[src/design/fmprf_pkg.sv]
`timescale 1ns / 1ps
// Package for the first-match packet rule filter: request/response structs,
// the token that walks the cell chain, opcode and rule kind codes. No dependencies.
package fmprf_pkg;

  localparam int RULE_SLOTS_DEF = 32;
  localparam int RULE_SLOTS_MAX = 256;

  // token widths cover the largest table size
  localparam int TOK_IDX_W = $clog2(RULE_SLOTS_MAX);
  localparam int TOK_CNT_W = $clog2(RULE_SLOTS_MAX + 1);

  localparam logic [1:0] OP_CLASSIFY = 2'd0;
  localparam logic [1:0] OP_APPEND   = 2'd1;
  localparam logic [1:0] OP_READ     = 2'd2;

  localparam logic [1:0] KIND_PROTO  = 2'd0;
  localparam logic [1:0] KIND_PORT   = 2'd1;
  localparam logic [1:0] KIND_SRC_IP = 2'd2;

  typedef struct packed {
    logic [1:0]  opcode;
    logic        packet_valid;
    logic [7:0]  protocol;
    logic [15:0] dest_port;
    logic [31:0] src_ip;
    logic [1:0]  rule_kind;
    logic [31:0] rule_value;
    logic [4:0]  rule_slot;
  } in_req_t;

  typedef struct packed {
    logic        drop;
    logic        matched;
    logic [4:0]  match_index;
    logic [31:0] hit_count;
    logic [5:0]  rule_count;
    logic        status;
  } out_rsp_t;

  // one request in flight through the cell row
  typedef struct packed {
    logic [1:0]           opcode;
    logic                 pkt_ok;
    logic [7:0]           protocol;
    logic [15:0]          dest_port;
    logic [31:0]          src_ip;
    logic [1:0]           rule_kind;
    logic [31:0]          rule_value;
    logic [4:0]           rule_slot;
    logic [TOK_CNT_W-1:0] limit;
    logic                 found;
    logic [TOK_IDX_W-1:0] index;
    logic [31:0]          hits;
    logic                 status;
    logic [5:0]           rule_count;
  } tok_t;

endpackage

[src/design/fmprf_cell.sv]
`timescale 1ns / 1ps
// One rule slot of the filter: stored rule, hit counter and a token stage.
// Depends on fmprf_pkg.
module fmprf_cell
  import fmprf_pkg::*;
#(
  parameter int CELL_IDX = 0
) (
  input  logic clk,
  input  logic rst_n,
  input  logic in_vld,
  input  tok_t in_tok,
  output logic out_vld,
  output tok_t out_tok
);

  logic [1:0]  kind_r;
  logic [31:0] value_r;
  logic [31:0] hits_r;
  logic        vld_r;
  tok_t        tok_r;
  tok_t        tok_nxt;

  logic in_range;
  logic kind_hit;
  logic match;
  logic append_here;
  logic read_here;

  assign in_range = TOK_CNT_W'(CELL_IDX) < in_tok.limit;

  always_comb begin
    case (kind_r)
      KIND_PROTO:  kind_hit = value_r == 32'(in_tok.protocol);
      KIND_PORT:   kind_hit = value_r == 32'(in_tok.dest_port);
      KIND_SRC_IP: kind_hit = value_r == in_tok.src_ip;
      default:     kind_hit = 1'b0;
    endcase
  end

  assign match = in_vld && in_tok.opcode == OP_CLASSIFY && in_tok.pkt_ok
                 && !in_tok.found && in_range && kind_hit;
  assign append_here = in_vld && in_tok.opcode == OP_APPEND && !in_tok.status
                       && in_tok.limit == TOK_CNT_W'(CELL_IDX);
  assign read_here = in_vld && in_tok.opcode == OP_READ && in_range
                     && TOK_CNT_W'(in_tok.rule_slot) == TOK_CNT_W'(CELL_IDX);

  always_comb begin
    tok_nxt = in_tok;
    if (match) begin
      tok_nxt.found = 1'b1;
      tok_nxt.index = TOK_IDX_W'(CELL_IDX);
    end
    if (read_here) begin
      tok_nxt.hits = hits_r;
    end
  end

  // rule storage, undefined until appended
  always_ff @(posedge clk) begin
    if (append_here) begin
      kind_r  <= in_tok.rule_kind;
      value_r <= in_tok.rule_value;
      hits_r  <= '0;
    end else if (match && !(&hits_r)) begin
      hits_r  <= hits_r + 32'd1;
    end
  end

  always_ff @(posedge clk) begin
    if (!rst_n) begin
      vld_r <= 1'b0;
    end else begin
      vld_r <= in_vld;
    end
  end

  always_ff @(posedge clk) begin
    tok_r <= tok_nxt;
  end

  assign out_vld = vld_r;
  assign out_tok = tok_r;

endmodule

[config.mk]
export PLATFORM = sky130hd
export DESIGN_NAME = fmprf_cell
export DESIGN_NICKNAME = d
export VERILOG_FILES = /design/src/design/fmprf_pkg.sv /design/src/design/fmprf_cell.sv
export SDC_FILE = /design/constraint.sdc
export NUM_CORES = 1
export LEC_CHECK = 0
export ABC_AREA = 1
export BUFFER_PORTS_ARGS = -buffer_cell sky130_fd_sc_hd__clkbuf_2
export CAP_MARGIN = 20
export CORE_MARGIN = 5
export CORE_UTILIZATION = 45
export DETAILED_ROUTE_END_ITERATION = 7
export MAX_ROUTING_LAYER = met4
export PLACE_DENSITY = 0.81
export SYNTH_ARGS = -nofsm -noshare
export SYNTH_HDL_FRONTEND = slang
export SYNTH_SLANG_ARGS = --single-unit
[constraint.sdc]
create_clock -name clk -period 9.1 [get_ports clk]
set_clock_uncertainty 0.2 [all_clocks]
set_input_delay 1.82 -clock clk [delete_from_list [all_inputs] [get_ports clk]]
set_output_delay 1.82 -clock clk [all_outputs]
set_load 0.01 [all_outputs]
-- After elaboration in Yosys (flattened, before gate mapping)
Cells that the tools add are included.
- logic and storage cells: 49
- bits in registers: 222
- output and inout port bits: 156
- bits of input ports: 158
- equal/unequal tests: 7
- order comparisons: 1
- muxes and demuxes: 2
- $add $sub $neg: 1
- reduce and logical (&&, ||, !) cells: 20
- operators with widths (cell ; count):
    $add 32x1->32 const B ; 1
    $eq 32x16->1 ; 1
    $eq 32x32->1 ; 1
    $eq 32x8->1 ; 1
    $mux 32 ; 1
    $reduce_and 32->1 ; 1
    $logic_and 1x1->1 ; 12
    $logic_not 9->1 ; 1
    $lt 1x9->1 const A ; 1
    $logic_not 5->1 ; 1
    $eq 2x1->1 const B ; 2
    $eq 2x2->1 const B ; 2
    $logic_not 2->1 ; 2
    $logic_not 1->1 ; 3
    $pmux 1 s3 ; 1

-- Logic depth before layout (Yosys ltp)
- word-level depth: 7
- mapped depth: 19

-- Least setup slack after synthesis
Ideal clock, no wire load.
- path type: input-to-reg
- from: in in_tok[56] (netlist bit)
- to: reg hits_r[16]
- setup slack: 3.685 ns
- setup time: 0.113 ns
- data required time: 8.787 ns
- stages on the path: 8
- data arrival time: 5.102 ns
- cells stage by stage: or2_2 -> nor2_1 -> nand2_1 -> nor4_2 -> inv_1 -> clkbuf_1 -> nand2_1 -> nor2_1
- RTL lines (item ; RTL line ; source):
    from (decl) ; fmprf_cell.sv:12 ; input tok_t in_tok,
    $logic_not 9->1 ; fmprf_cell.sv:44 ; && in_tok.limit == TOK_CNT_W'(CELL_IDX);
    $logic_and 1x1->1 ; fmprf_cell.sv:44 ;
    via append_here ; fmprf_cell.sv:27 ; logic append_here;
    to (signal assigned) ; fmprf_cell.sv:66 ; hits_r <= hits_r + 32'd1;
    to (decl) ; fmprf_cell.sv:19 ; logic [31:0] hits_r;
The timed path passes the listed nets, and every way through them passes these cells.
A chain may end at the register's enable or synchronous reset.

-- Worst setup path in the final report
- from: reg kind_r[1]
- to: reg hits_r[10]
- cells in the longest elaborated chain, start to end: 4
- ends and longest elaborated chain (item ; RTL line ; source):
    from (decl) ; fmprf_cell.sv:17 ; logic [1:0] kind_r;
    from (signal assigned) ; fmprf_cell.sv:62 ; kind_r <= in_tok.rule_kind;
    $eq 2x2->1, or another cell as far along ; fmprf_cell.sv:33 ; case (kind_r)
    $pmux 1 s3 (*) ; fmprf_cell.sv:33 ;
    $logic_and 1x1->1 (*) ; fmprf_cell.sv:42 ; && !in_tok.found && in_range && kind_hit;
    $logic_and 1x1->1 (*) ; fmprf_cell.sv:65 ; end else if (match && !(&hits_r)) begin
Every way passes the cells marked *; elsewhere a longest branch is shown, timed or not.

==> summary.txt <==
Run status
  – Status: finished, final reports clean

Floorplanning
  – Core Region: 0.0181 mm²
  – Initial Util: 45.9%
  – Number of cell rows: 49
  – Die W: 146 µm
  – IO Count: 314
  – Die height: 146 µm
  – DIE AREA: 0.0213 mm²

CTS
  – CTS tree: yes
  – # hold bufs at CTS: 0
  – Worst-Skew Late Latency: 510 ps
  – PostCTS Resize Cnt: 0
  – Clock root cell: clkbuf_16
  – Post-CTS Setup Bufs: 0
  – H-tree levels: 1
  – Worst-path clk slew: 60 ps
  – Clk buf depth: 3
  – CTS Buf Count: 24
  – TritonCTS Sinks: 222

Place
  – GPL Wtd Cong: 0.926
  – Final HPWL DP: 18.6 mm
  – Port Buf Inserts: 313
  – Area after DPL: 0.0100 mm²
  – Placed cell count: 1515
  – Pre-CTS setup slack: 4630 ps

Worst setup path
  – Critical path launch point type: flip-flop
  – WS Path Type: reg -> reg
  – CP most frequent cell: nor2_1
  – CP Buf/Inv Count: 2
  – Worst EP required: 9350 ps
  – Critical-path cell list: ha_1, inv_2, nand3_1, nand3_1, nand2_1, nand4_1, nor2_2, buf_4, nand3_2, nor2_1, nor2_1, nor2_1
  – Crit-path slowest cell: ha_1
  – Largest stage delay on the critical path: 720 ps
  – CP Max Fanout: 44
  – Critical Path AT: 4320 ps
  – CP top delay family: simple AND/OR/NAND/NOR gates
  – Critical path endpoint category: flip-flop

Route
  – Drt drc: 0
  – Via/cell ratio: 4.96
  – DRT Wirelength: 24.4 mm
  – WL/cell: 15.6 µm
  – Via count: 7738
  – Pre-antenna DRT Iters: 6
  – Initial DRC count: 567
  – Post-route ant nets: 0

Pwr
  – Leak: 5.56 nW
  – PwrDens: 195 mW/mm²
  – Post-layout power: 2.12 mW
  – VDD IR max: 0.136 mV

STA
  – RSZ-0062 raised after global routing: no
  – Slew headroom: 32.0%
  – Final hold slack: 322 ps
  – Final critical-path share of the clock period: 44.7%
  – Count of pins over their slew limit: 0
  – Fmax: 246 MHz
  – Fin worst setup slack: 5030 ps
  – Setup TNS: 0 ps
  – Minimum clock period: 4070 ps
  – Worst slew pin tran: 1020 ps
  – Count of final setup violators: 0
  – Final Hold Fails: 0

Final layout
  – Layout cells sized above 1: 28.8%
  – Layout Utilization: 59.9%
  – Non-filler cells, final: 1560
  – Post-route cell area: 0.0108 mm²
  – Antenna cells: 0
  – Fillers: 1561
  – Nets: 1475
  – Area grow syn2layout: 30.5%

Synth
  – Avg Inst Size Synth: 8.33 µm²
  – Top post-synthesis cells by area: dfxtp_1, edfxtp_1, nand2_1
  – Sequential cell area fraction in the yosys report: 57.6%
  – Synthesized area: 0.00830 mm²
  – #FFs+latches synth: 222
  – Syn Nets: 1159
  – Primary FF master, synth: dfxtp_1
  – Post-synthesis async set-or-reset flop share: 0%
  – Cells after Synth: 997
  – Yosys warning total: 0
  – Synth top area share: 45.3%
  – Top-count cell post-synth: nand2_1
  – Number of synthesized flops with an enable pin: 34
  – Synth cell count leaders: nand2_1, dfxtp_1, nor2_1
  – Synth area leader: dfxtp_1
  – Count of different cell masters after synthesis: 33

GRT
  – GRT overflow: 0
  – Largest net degree at the start of global routing: 50
  – First-pass GRT wire length: 38.5 mm
  – Vias in the first global route: 7585
  – Initial antenna violation count: 0
  – GRT Overall Usage: 22.6%

Min path
  – Hold/Removal Path Class: reg -> reg

Job
  – Max-Cap Viols: 0
flip-flops by register name, indices dropped and copies added, names as in the netlist:
name	count
hits_r	32
out_vld	1
out_tok	155
kind_r	2
value_r	32
worst min-delay path: cells and delay by family (launching register included):
| kind | cells | cell delay [ps] |
|---|---|---|
| compound gates | 1 | 80 |
| buf+inv | 1 | 70 |
| flops | 1 | 320 |
layout make-up:
class,instances,area [µm²],share of cell area [%]
clock inverter,5,56.3,0.519
sequential,222,4780,44.1
tap,229,287,2.64
inverter,127,477,4.40
multi-input combinational,620,2890,26.7
clock buffer,39,728,6.72
timing repair buffer,318,1620,14.9
kinds of logic (layout without fill, tap and decap cells):
family	count (synthesis)	count (layout)	synth area share, %
and+or+nand+nor	570	570	29.7
AOI/OAI and AO/OA	28	28	1.93
DFF	222	222	57.6
xor gates and xnor gates	3	3	0.317
buffers and inverters	155	489	7.76
muxes	15	15	2.03
adders and majority gates	4	4	0.603
path summary, 6_finish.rpt:
path              from  slack (ps)  depth (start not counted)    endpoint
min reg2reg  hits_r[1]         320                          2  out_tok[8]
max          kind_r[1]        5030                         12  hits_r[10]
max reg2reg  kind_r[1]        5030                         12  hits_r[10]
min          hits_r[1]         320                          2  out_tok[8]
power by group:
part	switching (mW)	leakage [nW]	total [mW]	internal, mW
registers	0.0101	1.88	1.04	1.03
clock network	0.375	0.386	0.950	0.575
logic	0.0682	3.30	0.125	0.0568
cell usage in the layout, fill, tap and decap left out, types with 4 or more instances in the layout:
master	instances
nand2_1	253
nand3b_1	7
o21bai_1	4
clkbuf_2	313
nand4_1	51
nor2_2	4
inv_1	126
nand3_1	69
mux2_2	15
clkbuf_8	5
clkbuf_16	25
nor3_1	9
dfxtp_1	188
buf_4	4
edfxtp_1	34
o21ai_0	19
nor4_1	4
ha_1	4
clkbuf_1	9
nor2_1	161
routing by layer:
layer	vias to the layer above	global-route usage, %	wire length, µm
met1	3468	27.0	9800
li1	3809	-	-
met3	64	4.98	2180
met5	-	-	0
met4	0	6.74	787
met2	397	38.3	11600
No activity file was read; power rests on OpenSTA's default activity.
